### src/design/tmn_pkg.sv
// Shared types, codes and constants for the token mutex node.
// Used by every module of the block; depends on nothing.
package tmn_pkg;

  localparam int SLOTS         = 8;
  localparam int NODE_BITS     = 3;
  localparam int BYTE_BITS     = 8;
  localparam int LEN_BITS      = 4;
  localparam int MAX_NODES_DEF = 8;
  localparam int SEQ_BITS_DEF  = 8;

  localparam logic [1:0] CFG_NODE_ID    = 2'd0;
  localparam logic [1:0] CFG_NODE_COUNT = 2'd1;
  localparam logic [1:0] CFG_START_TOK  = 2'd2;

  typedef enum logic [1:0] {
    ACT_PEER  = 2'd0,
    ACT_WANT  = 2'd1,
    ACT_TOKEN = 2'd2,
    ACT_EXIT  = 2'd3
  } action_t;

  typedef enum logic [1:0] {
    MSG_NONE  = 2'd0,
    MSG_BCAST = 2'd1,
    MSG_TOKEN = 2'd2,
    MSG_ENTER = 2'd3
  } kind_t;

  typedef enum logic [1:0] {
    PH_RELEASED  = 2'd0,
    PH_REQUESTED = 2'd1,
    PH_GRANTED   = 2'd2
  } phase_t;

  typedef enum logic [1:0] {
    ST_IDLE = 2'd0,
    ST_EXEC = 2'd1,
    ST_SCAN = 2'd2,
    ST_POP  = 2'd3
  } state_t;

  typedef enum logic [1:0] {
    ALU_PASS = 2'd0,
    ALU_MAX  = 2'd1,
    ALU_INC  = 2'd2
  } alu_op_t;

  typedef struct packed {
    logic [NODE_BITS-1:0] me;
    logic [LEN_BITS-1:0]  n;
    logic                 hold_load;
    logic                 hold_val;
  } cfg_view_t;

  typedef struct packed {
    kind_t                          kind;
    logic [NODE_BITS-1:0]           dest;
    logic [BYTE_BITS-1:0]           own_seq;
    logic [SLOTS*BYTE_BITS-1:0]     served;
    logic [SLOTS*NODE_BITS-1:0]     queue;
    logic [LEN_BITS-1:0]            qlen;
    phase_t                         phase;
  } res_t;

endpackage

### src/design/tmn_alu.sv
// Shared sequence-number unit: pass-through, saturating max, saturating increment and
// the "request is next to serve" compare. Depends on tmn_pkg.
module tmn_alu import tmn_pkg::*; #(
  parameter int SEQ_BITS = SEQ_BITS_DEF
) (
  input  alu_op_t              op,
  input  logic [BYTE_BITS-1:0] seq,
  input  logic [SEQ_BITS-1:0]  req,
  input  logic [SEQ_BITS-1:0]  served,
  output logic [SEQ_BITS-1:0]  res,
  output logic                 match
);

  localparam logic [SEQ_BITS-1:0]  SeqMax  = {SEQ_BITS{1'b1}};
  localparam logic [BYTE_BITS-1:0] SeqMaxB = BYTE_BITS'((1 << SEQ_BITS) - 1);

  logic [SEQ_BITS-1:0] seq_sat;

  assign seq_sat = (seq > SeqMaxB) ? SeqMax : seq[SEQ_BITS-1:0];

  always_comb begin
    case (op)
      ALU_MAX:  res = (seq_sat > req) ? seq_sat : req;
      ALU_INC:  res = (req == SeqMax) ? req : req + 1'b1;
      ALU_PASS: res = req;
      default:  res = req;
    endcase
  end

  assign match = ({1'b0, res} == ({1'b0, served} + 1'b1));

endmodule

### src/design/tmn_core.sv
// Sequencer and node state: request/served tables, wait queue, phase and
// token ownership. Exit scans the nodes one per cycle through tmn_alu.
// Depends on tmn_pkg and tmn_alu.
module tmn_core import tmn_pkg::*; #(
  parameter int SEQ_BITS = SEQ_BITS_DEF
) (
  input  logic                       clk,
  input  logic                       rst_n,
  input  cfg_view_t                  cfg,
  input  logic                       start,
  output logic                       busy,
  input  logic [1:0]                 in_action,
  input  logic [NODE_BITS-1:0]       in_source_node,
  input  logic [BYTE_BITS-1:0]       in_request_seq,
  input  logic [SLOTS*BYTE_BITS-1:0] in_token_served,
  input  logic [SLOTS*NODE_BITS-1:0] in_token_queue,
  input  logic [LEN_BITS-1:0]        in_token_queue_len,
  output logic                       done,
  output res_t                       res
);

  localparam logic [SEQ_BITS-1:0]  SeqMax  = {SEQ_BITS{1'b1}};
  localparam logic [BYTE_BITS-1:0] SeqMaxB = BYTE_BITS'((1 << SEQ_BITS) - 1);
  localparam logic [LEN_BITS-1:0]  SlotsL  = LEN_BITS'(SLOTS);

  state_t                       state_r, state_nxt;
  action_t                      act_r, act_nxt;
  logic [NODE_BITS-1:0]         src_r, src_nxt;
  logic [BYTE_BITS-1:0]         seq_r, seq_nxt;
  logic [SLOTS*BYTE_BITS-1:0]   tsrv_r, tsrv_nxt;
  logic [SLOTS*NODE_BITS-1:0]   tq_r, tq_nxt;
  logic [LEN_BITS-1:0]          tlen_r, tlen_nxt;
  logic [LEN_BITS-1:0]          cnt_r, cnt_nxt;
  logic [SEQ_BITS-1:0]          req_r [SLOTS];
  logic [SEQ_BITS-1:0]          req_nxt [SLOTS];
  logic [SEQ_BITS-1:0]          served_r [SLOTS];
  logic [SEQ_BITS-1:0]          served_nxt [SLOTS];
  logic [NODE_BITS-1:0]         queue_r [SLOTS];
  logic [NODE_BITS-1:0]         queue_nxt [SLOTS];
  logic [LEN_BITS-1:0]          qlen_r, qlen_nxt;
  phase_t                       phase_r, phase_nxt;
  logic                         holding_r, holding_nxt;
  res_t                         res_r, res_nxt;
  logic                         done_r, done_nxt;

  logic [NODE_BITS-1:0]         idx;
  alu_op_t                      alu_op;
  logic [SEQ_BITS-1:0]          alu_res;
  logic                         alu_match;
  logic                         queued;
  logic [SLOTS*BYTE_BITS-1:0]   served_pack;
  logic [SLOTS*NODE_BITS-1:0]   queue_pack;
  logic [SLOTS*NODE_BITS-1:0]   shift_pack;
  logic [BYTE_BITS-1:0]         tbyte;
  logic                         finish;
  res_t                         res_v;

  always_comb begin
    case (state_r)
      ST_EXEC: idx = (act_r == ACT_PEER) ? src_r : cfg.me;
      ST_SCAN: idx = cnt_r[NODE_BITS-1:0];
      default: idx = cfg.me;
    endcase
    case (act_r)
      ACT_PEER: alu_op = (state_r == ST_EXEC) ? ALU_MAX : ALU_PASS;
      ACT_WANT: alu_op = (state_r == ST_EXEC) ? ALU_INC : ALU_PASS;
      default:  alu_op = ALU_PASS;
    endcase
  end

  tmn_alu #(.SEQ_BITS(SEQ_BITS)) u_alu (
    .op     (alu_op),
    .seq    (seq_r),
    .req    (req_r[idx]),
    .served (served_r[idx]),
    .res    (alu_res),
    .match  (alu_match)
  );

  always_comb begin
    queued = 1'b0;
    for (int k = 0; k < SLOTS; k++) begin
      if ((LEN_BITS'(k) < qlen_r) && (queue_r[k] == idx)) queued = 1'b1;
      served_pack[k*BYTE_BITS +: BYTE_BITS] = BYTE_BITS'(served_r[k]);
      queue_pack[k*NODE_BITS +: NODE_BITS]  = queue_r[k];
    end
    for (int k = 0; k < SLOTS - 1; k++) begin
      shift_pack[k*NODE_BITS +: NODE_BITS] = queue_r[k+1];
    end
    shift_pack[(SLOTS-1)*NODE_BITS +: NODE_BITS] = '0;
  end

  always_comb begin
    state_nxt   = state_r;
    act_nxt     = act_r;
    src_nxt     = src_r;
    seq_nxt     = seq_r;
    tsrv_nxt    = tsrv_r;
    tq_nxt      = tq_r;
    tlen_nxt    = tlen_r;
    cnt_nxt     = cnt_r;
    req_nxt     = req_r;
    served_nxt  = served_r;
    queue_nxt   = queue_r;
    qlen_nxt    = qlen_r;
    phase_nxt   = phase_r;
    holding_nxt = holding_r;
    res_nxt     = res_r;
    done_nxt    = 1'b0;
    finish      = 1'b0;
    tbyte       = '0;
    res_v       = '{kind: MSG_NONE, phase: PH_RELEASED, default: '0};

    case (state_r)
      ST_IDLE: begin
        if (start) begin
          act_nxt   = action_t'(in_action);
          src_nxt   = in_source_node;
          seq_nxt   = in_request_seq;
          tsrv_nxt  = in_token_served;
          tq_nxt    = in_token_queue;
          tlen_nxt  = in_token_queue_len;
          state_nxt = ST_EXEC;
        end
      end
      ST_EXEC: begin
        finish = 1'b1;
        case (act_r)
          ACT_PEER: begin
            if ((LEN_BITS'(src_r) < cfg.n) && (src_r != cfg.me)) begin
              req_nxt[src_r] = alu_res;
              if ((phase_r == PH_RELEASED) && holding_r && alu_match) begin
                res_v.kind   = MSG_TOKEN;
                res_v.dest   = src_r;
                res_v.served = served_pack;
                res_v.queue  = queue_pack;
                res_v.qlen   = qlen_r;
                holding_nxt  = 1'b0;
              end
            end
          end
          ACT_WANT: begin
            if (phase_r == PH_RELEASED) begin
              if (holding_r) begin
                phase_nxt  = PH_GRANTED;
                res_v.kind = MSG_ENTER;
              end else begin
                req_nxt[cfg.me] = alu_res;
                phase_nxt       = PH_REQUESTED;
                res_v.kind      = MSG_BCAST;
                res_v.own_seq   = BYTE_BITS'(alu_res);
              end
            end
          end
          ACT_TOKEN: begin
            if ((phase_r == PH_REQUESTED) && !holding_r) begin
              for (int i = 0; i < SLOTS; i++) begin
                tbyte         = tsrv_r[i*BYTE_BITS +: BYTE_BITS];
                served_nxt[i] = (tbyte > SeqMaxB) ? SeqMax : tbyte[SEQ_BITS-1:0];
                queue_nxt[i]  = tq_r[i*NODE_BITS +: NODE_BITS];
              end
              qlen_nxt    = (tlen_r > SlotsL) ? SlotsL : tlen_r;
              holding_nxt = 1'b1;
              phase_nxt   = PH_GRANTED;
              res_v.kind  = MSG_ENTER;
            end
          end
          ACT_EXIT: begin
            if (phase_r == PH_GRANTED) begin
              served_nxt[cfg.me] = req_r[cfg.me];
              cnt_nxt            = '0;
              state_nxt          = ST_SCAN;
              finish             = 1'b0;
            end
          end
          default: ;
        endcase
      end
      ST_SCAN: begin
        if (cnt_r < cfg.n) begin
          if ((idx != cfg.me) && alu_match && !queued && (qlen_r < SlotsL)) begin
            queue_nxt[qlen_r[NODE_BITS-1:0]] = idx;
            qlen_nxt                         = qlen_r + 1'b1;
          end
          cnt_nxt = cnt_r + 1'b1;
        end else begin
          state_nxt = ST_POP;
        end
      end
      ST_POP: begin
        finish = 1'b1;
        if (qlen_r != '0) begin
          for (int k = 0; k < SLOTS - 1; k++) begin
            queue_nxt[k] = queue_r[k+1];
          end
          queue_nxt[SLOTS-1] = '0;
          qlen_nxt           = qlen_r - 1'b1;
          res_v.kind         = MSG_TOKEN;
          res_v.dest         = queue_r[0];
          res_v.served       = served_pack;
          res_v.queue        = shift_pack;
          res_v.qlen         = qlen_r - 1'b1;
          holding_nxt        = 1'b0;
        end
        phase_nxt = PH_RELEASED;
      end
      default: state_nxt = ST_IDLE;
    endcase

    if (finish) begin
      res_v.phase = phase_nxt;
      res_nxt     = res_v;
      done_nxt    = 1'b1;
      state_nxt   = ST_IDLE;
    end

    if (cfg.hold_load) holding_nxt = cfg.hold_val;
  end

  always_ff @(posedge clk) begin
    if (!rst_n) begin
      state_r   <= ST_IDLE;
      phase_r   <= PH_RELEASED;
      holding_r <= 1'b0;
      qlen_r    <= '0;
      cnt_r     <= '0;
      done_r    <= 1'b0;
      for (int i = 0; i < SLOTS; i++) begin
        req_r[i]    <= '0;
        served_r[i] <= '0;
      end
    end else begin
      state_r   <= state_nxt;
      phase_r   <= phase_nxt;
      holding_r <= holding_nxt;
      qlen_r    <= qlen_nxt;
      cnt_r     <= cnt_nxt;
      done_r    <= done_nxt;
      req_r     <= req_nxt;
      served_r  <= served_nxt;
    end
  end

  always_ff @(posedge clk) begin
    act_r   <= act_nxt;
    src_r   <= src_nxt;
    seq_r   <= seq_nxt;
    tsrv_r  <= tsrv_nxt;
    tq_r    <= tq_nxt;
    tlen_r  <= tlen_nxt;
    queue_r <= queue_nxt;
    res_r   <= res_nxt;
  end

  assign busy = (state_r != ST_IDLE);
  assign done = done_r;
  assign res  = res_r;

  a_qlen_bound: assert property (@(posedge clk) disable iff (!rst_n)
    qlen_r <= SlotsL)
    else $error("wait queue length out of range");

  a_done_idle: assert property (@(posedge clk) disable iff (!rst_n)
    done_r |-> state_r == ST_IDLE)
    else $error("result strobe while sequencer busy");

  a_token_gone: assert property (@(posedge clk) disable iff (!rst_n)
    done_r && res_r.kind == MSG_TOKEN |-> !holding_r)
    else $error("token sent but still held");

  a_enter_granted: assert property (@(posedge clk) disable iff (!rst_n)
    done_r && res_r.kind == MSG_ENTER |-> phase_r == PH_GRANTED && holding_r)
    else $error("entry grant without token");

  a_scan_bound: assert property (@(posedge clk) disable iff (!rst_n)
    state_r == ST_SCAN |-> cnt_r <= SlotsL)
    else $error("scan counter overran");

endmodule

### src/design/token_mutex_node.sv
// Top level of the token mutex node: configuration registers, port naming
// and the result strobe. Depends on tmn_pkg and tmn_core.
//
// Usage:
//   Events enter on the in_ ports; one is taken at a clock edge where start
//   is high and busy is low. Each event gives exactly one result beat on the
//   out_ ports, marked by out_valid for a single cycle.
//   For peer request, want-enter, token arrival and an ignored exit, the
//   event passes the EXEC state and the registered beat follows. An exit
//   from the granted phase runs EXEC, then the node scan in tmn_core, one
//   node per cycle through the shared sequence unit over n = min(node_count,
//   MAX_NODES) nodes, then POP, before the beat. busy is low again in the
//   cycle the beat is shown, so a new event can be taken then.
//   The receiver cannot stall: each beat is taken at the edge ending it.
//   Configuration goes through cfg_we/cfg_index/cfg_wdata; the user must do
//   it only while idle, the block does not enforce that. Writing
//   start_with_token also loads token ownership.
//   Reset (rst_n low at a clock edge): tables and queue length clear, phase
//   released, token not held, node_id 0, node_count 8.
module token_mutex_node import tmn_pkg::*; #(
  parameter int MAX_NODES = MAX_NODES_DEF,
  parameter int SEQ_BITS  = SEQ_BITS_DEF
) (
  input  logic                       clk,
  input  logic                       rst_n,
  input  logic                       cfg_we,
  input  logic [1:0]                 cfg_index,
  input  logic [LEN_BITS-1:0]        cfg_wdata,
  input  logic                       start,
  output logic                       busy,
  input  logic [1:0]                 in_action,
  input  logic [NODE_BITS-1:0]       in_source_node,
  input  logic [BYTE_BITS-1:0]       in_request_seq,
  input  logic [SLOTS*BYTE_BITS-1:0] in_token_served_in,
  input  logic [SLOTS*NODE_BITS-1:0] in_token_queue_in,
  input  logic [LEN_BITS-1:0]        in_token_queue_len_in,
  output logic                       out_valid,
  output logic [1:0]                 out_message_kind,
  output logic [NODE_BITS-1:0]       out_dest_node,
  output logic [BYTE_BITS-1:0]       out_own_seq,
  output logic [SLOTS*BYTE_BITS-1:0] out_token_served_out,
  output logic [SLOTS*NODE_BITS-1:0] out_token_queue_out,
  output logic [LEN_BITS-1:0]        out_token_queue_len_out,
  output logic [1:0]                 out_node_phase
);

  localparam logic [LEN_BITS-1:0] MaxN = LEN_BITS'(MAX_NODES);

  logic [NODE_BITS-1:0] node_id_r, node_id_nxt;
  logic [LEN_BITS-1:0]  node_count_r, node_count_nxt;
  cfg_view_t            cfg;
  res_t                 res;

  always_comb begin
    node_id_nxt    = node_id_r;
    node_count_nxt = node_count_r;
    if (cfg_we && cfg_index == CFG_NODE_ID)    node_id_nxt    = cfg_wdata[NODE_BITS-1:0];
    if (cfg_we && cfg_index == CFG_NODE_COUNT) node_count_nxt = cfg_wdata;
  end

  always_ff @(posedge clk) begin
    if (!rst_n) begin
      node_id_r    <= '0;
      node_count_r <= LEN_BITS'(SLOTS);
    end else begin
      node_id_r    <= node_id_nxt;
      node_count_r <= node_count_nxt;
    end
  end

  assign cfg.me        = node_id_r;
  assign cfg.n         = (node_count_r < MaxN) ? node_count_r : MaxN;
  assign cfg.hold_load = cfg_we && (cfg_index == CFG_START_TOK);
  assign cfg.hold_val  = cfg_wdata[0];

  tmn_core #(.SEQ_BITS(SEQ_BITS)) u_core (
    .clk                (clk),
    .rst_n              (rst_n),
    .cfg                (cfg),
    .start              (start),
    .busy               (busy),
    .in_action          (in_action),
    .in_source_node     (in_source_node),
    .in_request_seq     (in_request_seq),
    .in_token_served    (in_token_served_in),
    .in_token_queue     (in_token_queue_in),
    .in_token_queue_len (in_token_queue_len_in),
    .done               (out_valid),
    .res                (res)
  );

  assign out_message_kind        = res.kind;
  assign out_dest_node           = res.dest;
  assign out_own_seq             = res.own_seq;
  assign out_token_served_out    = res.served;
  assign out_token_queue_out     = res.queue;
  assign out_token_queue_len_out = res.qlen;
  assign out_node_phase          = res.phase;

endmodule

### config.mk
export PLATFORM = sky130hd
export DESIGN_NAME = token_mutex_node
export DESIGN_NICKNAME = d
export VERILOG_FILES = /design/src/design/tmn_pkg.sv /design/src/design/tmn_alu.sv /design/src/design/tmn_core.sv /design/src/design/token_mutex_node.sv
export SDC_FILE = /design/constraint.sdc
export NUM_CORES = 1
export LEC_CHECK = 0
export BUFFER_PORTS_ARGS = -buffer_cell sky130_fd_sc_hd__buf_2
export CORE_UTILIZATION = 57
export CTS_CLUSTER_SIZE = 25
export DETAILED_ROUTE_END_ITERATION = 10
export PLACE_DENSITY = 0.74
export SLEW_MARGIN = 20
export SYNTH_ARGS = -nofsm -noshare
export SYNTH_HDL_FRONTEND = slang
export SYNTH_SLANG_ARGS = --single-unit
### constraint.sdc
create_clock -name clk -period 9.49 [get_ports clk]
set_input_delay 2.3725 -clock clk [delete_from_list [all_inputs] [get_ports clk]]
set_output_delay 2.3725 -clock clk [all_outputs]
set_load 0.03 [all_outputs]
# --- After elaboration in Yosys (flattened, before gate mapping) ---
# Index checks and enable logic that the tools add are counted.
word_totals:
  input_bits: 115
  elab_cells: 279
  regBits: 385
  out_inout_bits: 109
op_classes:
  n_lt_le_gt_ge: 30
  n_reduce_logical: 44
  add_sub_neg: 5
  n_mux: 104
  n_bitwise: 8
  n_eq_ne: 43
ops:
  columns: ["cell", "n"]
  rows:
  - ["2-to-1 mux 92 bit", 4]
  - ["2-to-1 mux 64 bit", 5]
  - ["one-hot mux 64 bit (2 select lines)", 2]
  - ["bitwise mux 64 bit", 3]
  - ["one-hot mux 92 bit (2 select lines)", 1]
  - ["2-to-1 mux 8 bit", 19]
  - ["2-to-1 mux 24 bit", 5]
  - ["binary-select mux 8 bit (select 3 bit)", 3]
  - ["greater-than comparator 8 bit (second input constant)", 9]
  - ["one-hot mux 24 bit (3 select lines)", 1]
  - ["demux 8 bit (select 3 bit)", 2]
  - ["2-to-1 mux 4 bit", 10]
  - ["bitwise mux 24 bit", 1]
  - ["equality test 3 bit", 8]
  - ["2-to-1 mux 2 bit", 11]
  - ["logical AND 1 bit", 21]
  - ["2-to-1 mux 1 bit", 17]
  - ["greater-or-equal comparator 4 bit (second input constant)", 4]
  - ["less-than comparator 3 x 4 -> 1 bit (first input constant)", 4]
  - ["inequality test 2 bit (second input constant)", 8]
  - ["inverter 3 -> 4 bit", 4]
  - ["one-hot mux 8 bit (2 select lines)", 1]
  - ["2-to-1 mux 5 bit", 3]
  - ["equality test 2 bit (second input constant)", 7]
  - ["other kinds (41)", 81]

# --- Longest topological paths before layout ---
depth:
  word_depth: 19
  ltp_mapped: 27
  ltp_nobuf: 23

# --- By module ---
# A second synthesis with hierarchy kept.
unflattened:
  cells_unflattened: 1866
  area_unflattened_um2: 18750.5
by_module_without_submodules:
  columns: ["mod", "area_per_inst_um2", "cells_each", "n_inst", "seq_area_each_um2"]
  rows:
  - ["tmn_core", 17245.3, 1658, 1, 9929.5]
  - ["tmn_alu", 1192.4, 175, 1, 0.0]
  - ["token_mutex_node", 312.8, 33, 1, 140.1]

# --- Worst setup path after synthesis ---
# OpenSTA, ideal clock, no wires.
synth_timing:
  path_type: "input to register"
  startpoint: "input start"
  endpoint: "register u_core.act_r[0], enable pin"
  required_time_ns: 8.917
  path_slack_ns: 2.084
  t_arrival_ns: 6.833
  n_path_buf: 0
  stages: 2
  setup_ns: 0.573
  path_cell_list: "inv_1 -> nor2_1"
synth_via:
  elab_chain_cells: 1
synth_lines:
  columns: ["element", "line_no", "source"]
  rows:
  - ["start: declaration", "token_mutex_node.sv:29", "input logic start,"]
  - ["AND reduction 2 bit (no line)", null, null]
  - ["end signal: assignment", "tmn_core.sv:245", "act_r <= act_nxt;"]
  - ["end: declaration", "tmn_core.sv:27", "action_t act_r, act_nxt;"]
# Every way passes these cells.
# A chain may end at the register's enable or synchronous reset.

# --- Worst setup path after layout ---
layout_timing:
  startpoint: "register u_core.state_r[0]"
  endpoint: "register u_core.queue_r (netlist bit u_core.queue_pack[9]), enable pin"
layout_via:
  elab_chain_cells: 17
  elab_cells_between_ends: 60
  classes_between: "add/sub (2); order compare (1); eq/ne (21); mux (21); bitwise (1); reduce/logical (14)"
layout_lines:
  columns: ["element", "line_no", "source"]
  rows:
  - ["start: declaration", "tmn_core.sv:26", "state_t state_r, state_nxt;"]
  - ["start signal: assignment", "tmn_core.sv:233", "state_r <= state_nxt;"]
  - ["branches (longest 16 deep; another with adder 8 x 1 -> 8 bit)", null, null]
  - ["AND reduction 6 bit (no line) (*)", null, null]
  - ["end signal: assignment", "tmn_core.sv:251", "queue_r <= queue_nxt;"]
  - ["end: declaration", "tmn_core.sv:38", "logic [NODE_BITS-1:0] queue_r [SLOTS];"]
# Every way passes the cells marked *. The select of a mux whose other input is x is not followed.

==> flow_summary.html <==
<table>
<tr><th>Metric</th><th>Value</th></tr>
<tr><th colspan="2">Status</th></tr>
<tr><td>Status</td><td>complete, no violations</td></tr>
<tr><th colspan="2">CTS</th></tr>
<tr><td>Clk Latency, worst-skew pair</td><td>0.54 ns</td></tr>
<tr><td>Library cell used as clock root buffer</td><td>sky130_fd_sc_hd__clkbuf_16</td></tr>
<tr><td>CTS tree</td><td>yes</td></tr>
<tr><td>Total number of H-tree levels</td><td>2</td></tr>
<tr><td>Hold buffer count at cts</td><td>0</td></tr>
<tr><td>Cts bufs inserted</td><td>40</td></tr>
<tr><td>Post-CTS sizing</td><td>0</td></tr>
<tr><td>Clock-pin transition on the worst setup and hold timing paths</td><td>0.06 ns</td></tr>
<tr><td>Clock tree sinks</td><td>385</td></tr>
<tr><td>Buffer levels on the longest clock path</td><td>3</td></tr>
<tr><td>Setup Buffers After CTS</td><td>0</td></tr>
<tr><th colspan="2">Detailed routing</th></tr>
<tr><td>Post-Route M1 WL</td><td>22,170 µm</td></tr>
<tr><td>Vias after detailed routing</td><td>15.15k</td></tr>
<tr><td>Top layer in use</td><td>met5</td></tr>
<tr><td>Post-route DRC</td><td>0</td></tr>
<tr><td>Wire length per cell</td><td>23.66 µm</td></tr>
<tr><td>Routed Antenna Nets</td><td>0</td></tr>
<tr><td>DRT iter0 DRCs</td><td>1,814</td></tr>
<tr><td>Detail Route met3 WL</td><td>5213 µm</td></tr>
<tr><td>Pre-antenna DRT Iters</td><td>7</td></tr>
<tr><td>Via/cell ratio</td><td>6.533</td></tr>
<tr><td>Total met2 wirelength after detailed routing</td><td>25,190 µm</td></tr>
<tr><td>Routed WL</td><td>54,870 µm</td></tr>
<tr><th colspan="2">Logic synthesis</th></tr>
<tr><td>Post-synth EDFFs</td><td>236</td></tr>
<tr><td>Total number of yosys warnings</td><td>0</td></tr>
<tr><td>Flip-flop and latch count after synthesis</td><td>385</td></tr>
<tr><td>Syn Nets</td><td>1,856</td></tr>
<tr><td>Syn_area_per_cell</td><td>10.72 µm²</td></tr>
<tr><td>Prevailing post-synth register cell</td><td>sky130_fd_sc_hd__edfxtp_1</td></tr>
<tr><td>Cell type contributing the most total cell area after synthesis</td><td>sky130_fd_sc_hd__edfxtp_1</td></tr>
<tr><td>Synth Instances</td><td>1,710</td></tr>
<tr><td>Proportion of register bits with asynchronous set or reset after synthesis</td><td>0%</td></tr>
<tr><td>Top-area cell type share of the netlist area</td><td>38.67%</td></tr>
<tr><td>Number of distinct library cells after synthesis</td><td>79</td></tr>
<tr><td>Sequential fraction of the synthesis area</td><td>54.95%</td></tr>
<tr><td>Synthesized area</td><td>18,330 µm²</td></tr>
<tr><td>Top post-synthesis cells by area</td><td>sky130_fd_sc_hd__edfxtp_1, sky130_fd_sc_hd__dfxtp_1, sky130_fd_sc_hd__nand2_1</td></tr>
<tr><th colspan="2">Pwr</th></tr>
<tr><td>Leakage power of the design</td><td>8.191 nW</td></tr>
<tr><td>Internal power component</td><td>3.594 mW</td></tr>
<tr><td>Share of total power consumed by net switching</td><td>35.46%</td></tr>
<tr><td>Share of power burned in the clock network</td><td>28.5%</td></tr>
<tr><td>Relative contribution of sequential cells to total power</td><td>44.1%</td></tr>
<tr><td>Logic gate share of total power</td><td>27.4%</td></tr>
<tr><td>Switching power</td><td>1.975 mW</td></tr>
<tr><td>Maximum vdd drop</td><td>0.1694 mV</td></tr>
<tr><td>Power density cells</td><td>264.8 nW/µm²</td></tr>
<tr><th colspan="2">Global routing</th></tr>
<tr><td>Number of global-route vias before repair</td><td>14.45k</td></tr>
<tr><td>Overall global routing resource usage</td><td>32.82%</td></tr>
<tr><td>Antenna violations before repair</td><td>1</td></tr>
<tr><td>Wire length of the first global-routing pass</td><td>83,370 µm</td></tr>
<tr><td>Global route total overflow</td><td>0</td></tr>
<tr><td>Maximum number of pins on one net before global-route repair</td><td>77</td></tr>
<tr><th colspan="2">Timing</th></tr>
<tr><td>Part of the cycle the worst path needs</td><td>89.89%</td></tr>
<tr><td>Worst Tran Pin Value</td><td>1.262 ns</td></tr>
<tr><td>Clock skew after layout</td><td>0.02192 ns</td></tr>
<tr><td>Relative slew slack</td><td>15.52%</td></tr>
<tr><td>Slew Viols, Final</td><td>0</td></tr>
<tr><td>Final Hold Viols</td><td>0</td></tr>
<tr><td>Final worst path period need</td><td>8.530 ns</td></tr>
<tr><td>Total negative slack for setup checks</td><td>0 ns</td></tr>
<tr><td>RSZ-0062 raised after global routing</td><td>no</td></tr>
<tr><td>Max Freq</td><td>117.2 MHz</td></tr>
<tr><td>Setup violators final</td><td>0</td></tr>
<tr><th colspan="2">Die</th></tr>
<tr><td>Effective utilization at floorplan</td><td>58.07%</td></tr>
<tr><td>Full die area</td><td>32,870 µm²</td></tr>
<tr><td>Floorplan die height</td><td>181.3 µm</td></tr>
<tr><td>Count of pins on the block boundary</td><td>224</td></tr>
<tr><td>Die span in x</td><td>181.3 µm</td></tr>
<tr><td>Rows</td><td>65</td></tr>
<tr><td>Core Footprint</td><td>31,560 µm²</td></tr>
<tr><th colspan="2">Critical path</th></tr>
<tr><td>Crit path DAT</td><td>8.68 ns</td></tr>
<tr><td>Flop2flop setup slack</td><td>0.96 ns</td></tr>
<tr><td>Startpoint types</td><td>register</td></tr>
<tr><td>Critical path peak fanout</td><td>34</td></tr>
<tr><td>Data required time at the worst endpoint</td><td>9.64 ns</td></tr>
<tr><td>Endpoint type of the worst setup path</td><td>register</td></tr>
<tr><td>Capture point of the worst reg-to-reg path</td><td>u_core.queue_pack[9]$_DFFE_PP_</td></tr>
<tr><td>Count of cells along the worst register-to-register path</td><td>21</td></tr>
<tr><td>Startpoint of the worst register-to-register path</td><td>u_core.state_r[0]$_SDFFE_PP0P_</td></tr>
<tr><td>Setup crit end</td><td>u_core.queue_pack[9]$_DFFE_PP_</td></tr>
<tr><td>Launch point of the worst path</td><td>u_core.state_r[0]$_SDFFE_PP0P_</td></tr>
<tr><td>Worst setup path class</td><td>reg2reg</td></tr>
<tr><th colspan="2">Finish</th></tr>
<tr><td>Final instance area</td><td>21,030 µm²</td></tr>
<tr><td>Final design utilization</td><td>66.63%</td></tr>
<tr><td>Number of diodes added for antenna fixing</td><td>0</td></tr>
<tr><td>Filler-free cell count of the finished design</td><td>2,319</td></tr>
<tr><td>Fraction of final layout cells with drive strength greater than 1</td><td>18.62%</td></tr>
<tr><td>Post-synthesis to final-layout area growth</td><td>14.73%</td></tr>
<tr><td>Highest-count cells in the layout ignoring fill and taps</td><td>sky130_fd_sc_hd__edfxtp_1, sky130_fd_sc_hd__buf_2, sky130_fd_sc_hd__nand2_1</td></tr>
<tr><td>Final layout net count</td><td>2,032</td></tr>
<tr><td>Most frequent standard cell in the layout excluding fill and tap cells</td><td>sky130_fd_sc_hd__edfxtp_1</td></tr>
<tr><th colspan="2">Placement</th></tr>
<tr><td>Cell total after placement</td><td>2,246</td></tr>
<tr><td>Routability congestion estimate</td><td>0.9199</td></tr>
<tr><td>Count of input and output buffers</td><td>223</td></tr>
<tr><td>Placed cell areas</td><td>19,690 µm²</td></tr>
<tr><td>DP Wirelength</td><td>36,820 µm</td></tr>
<tr><th colspan="2">Job</th></tr>
<tr><td>Number of max-capacitance violations reported</td><td>0</td></tr>
<tr><th colspan="2">Worst hold path</th></tr>
<tr><td>Worst min-delay path class</td><td>reg2reg</td></tr>
</table>
layer usage:
metal / vias up / track usage [%]
met5: - / 0
met4: 2 / 14.58
met3: 165 / 4.878
met2: 946 / 51.89
met1: 7260 / 44.90
li1: 6776 / -
worst min-delay path by stage:
stage                              startpoint                        endpoint  slack [ns]  cells after the start
6_report         u_core.req_r[9]$_SDFFE_PN0P_    u_core.req_r[9]$_SDFFE_PN0P_        0.52                      1
5_1_grt          u_core.req_r[8]$_SDFFE_PN0P_    u_core.req_r[8]$_SDFFE_PN0P_        0.54                      1
4_1_cts          u_core.req_r[9]$_SDFFE_PN0P_    u_core.req_r[9]$_SDFFE_PN0P_        0.52                      1
3_5_place_dp     u_core.req_r[9]$_SDFFE_PN0P_    u_core.req_r[9]$_SDFFE_PN0P_        0.51                      1
3_3_place_gp   u_core.state_r[0]$_SDFFE_PP0P_  u_core.state_r[0]$_SDFFE_PP0P_        0.50                      2
2_1_floorplan    u_core.cnt_r[3]$_SDFFE_PN0P_    u_core.cnt_r[3]$_SDFFE_PN0P_        0.48                      2
synth_stat cells, types with 4 or more instances:
cell type	instances
sky130_fd_sc_hd__a21oi_1	92
sky130_fd_sc_hd__o211ai_1	24
sky130_fd_sc_hd__a22oi_1	52
sky130_fd_sc_hd__a2111oi_0	13
sky130_fd_sc_hd__o21ai_0	102
sky130_fd_sc_hd__xor2_1	10
sky130_fd_sc_hd__o22ai_1	68
sky130_fd_sc_hd__buf_2	11
sky130_fd_sc_hd__nor2b_1	95
sky130_fd_sc_hd__a32oi_1	5
sky130_fd_sc_hd__ha_1	31
sky130_fd_sc_hd__dfxtp_1	149
sky130_fd_sc_hd__buf_4	6
sky130_fd_sc_hd__a21o_1	7
sky130_fd_sc_hd__and3_1	33
sky130_fd_sc_hd__nor4_1	5
sky130_fd_sc_hd__inv_1	41
sky130_fd_sc_hd__a31oi_1	4
sky130_fd_sc_hd__o2bb2ai_1	4
sky130_fd_sc_hd__a22o_1	37
sky130_fd_sc_hd__a211oi_1	18
sky130_fd_sc_hd__nor2_1	75
sky130_fd_sc_hd__nand2_1	182
sky130_fd_sc_hd__a311oi_1	4
sky130_fd_sc_hd__a311o_1	6
sky130_fd_sc_hd__nand2b_1	7
sky130_fd_sc_hd__buf_6	6
sky130_fd_sc_hd__nand3b_1	9
sky130_fd_sc_hd__and2_1	13
sky130_fd_sc_hd__xnor2_1	23
sky130_fd_sc_hd__nand3_1	36
sky130_fd_sc_hd__nor2b_2	9
sky130_fd_sc_hd__a32o_1	4
sky130_fd_sc_hd__mux2i_1	46
sky130_fd_sc_hd__o211a_1	43
sky130_fd_sc_hd__buf_1	6
sky130_fd_sc_hd__edfxtp_1	236
sky130_fd_sc_hd__clkbuf_1	87
sky130_fd_sc_hd__nor3_1	23
sky130_fd_sc_hd__a221oi_1	11
sky130_fd_sc_hd__nand4_1	10
sky130_fd_sc_hd__nor3b_1	7
power by group through the flow:
stage,Sequential [mW],Combinational [mW],Clock [mW]
2_1_floorplan,2.76,0.752,0
3_3_place_gp,2.48,1.48,0
3_5_place_dp,2.48,1.51,0
4_1_cts,2.45,1.51,1.60
5_1_grt,2.49,1.63,1.67
6_report,2.46,1.52,1.59
flip-flops by register name, summed over array words and instances (netlist names):
register / flops
u_core.res: 107
u_core.req_r: 64
u_core.served_pack: 64
u_core.tsrv_r: 64
u_core.queue_pack: 24
u_core.tq_r: 24
u_core.seq_r: 8
node_count_r: 4
u_core.cnt_r: 4
u_core.qlen_r: 4
u_core.tlen_r: 4
node_id_r: 3
u_core.src_r: 3
u_core.act_r: 2
u_core.phase_r: 2
u_core.state_r: 2
u_core.done: 1
u_core.holding_r: 1
layout make-up:
type	count	area [µm²]
Sequential cell	385	10070
Inverter	43	163.9
Clock buffer	58	1191
Fill cell	2533	10530
Timing Repair Buffer	250	1321
Tap cell	402	503.0
Multi-Input combinational cell	1166	7632
Clock inverter	15	143.9
worst max-delay path, cell delays in order (launching register included):
cell                        delay, ns
sky130_fd_sc_hd__dfxtp_1         0.42
sky130_fd_sc_hd__inv_1           0.12
sky130_fd_sc_hd__ha_1            0.50
sky130_fd_sc_hd__inv_1           0.17
sky130_fd_sc_hd__o21ai_2         0.85
sky130_fd_sc_hd__nand2_2         0.77
sky130_fd_sc_hd__mux2i_1         0.28
sky130_fd_sc_hd__a32o_1          0.26
sky130_fd_sc_hd__nor2_1          0.35
sky130_fd_sc_hd__inv_1           0.27
sky130_fd_sc_hd__ha_1            0.36
sky130_fd_sc_hd__a21oi_1         0.07
sky130_fd_sc_hd__o21ai_0         0.21
sky130_fd_sc_hd__o21ai_0         0.26
sky130_fd_sc_hd__a21o_1          0.33
sky130_fd_sc_hd__a22o_1          0.29
sky130_fd_sc_hd__a311oi_4        0.60
sky130_fd_sc_hd__xnor2_2         0.21
sky130_fd_sc_hd__o2111ai_2       0.21
sky130_fd_sc_hd__nor4b_1         0.57
sky130_fd_sc_hd__nor2_1          0.24
sky130_fd_sc_hd__inv_1           0.77
through the flow:
stage	power [mW]	setup slack (ns)	hold slack [ns]
after global placement	3.956	1.441	0.4978
final	5.568	0.9598	0.5230
after CTS	5.565	1.183	0.5235
after floorplan	3.508	2.084	0.4830
after global routing	5.778	0.3946	0.5377
after detailed placement	3.987	1.238	0.5094
kinds of logic after synthesis:
logic type	Yosys count	share of synthesized area, %
mux	50	2.820
xor+xnor	34	1.666
flops	385	54.95
simple gates	523	14.48
compound gates	528	20.26
fa+ha+maj	31	2.117
buf+inv	159	3.701
Power figures use the tool's default switching activity.
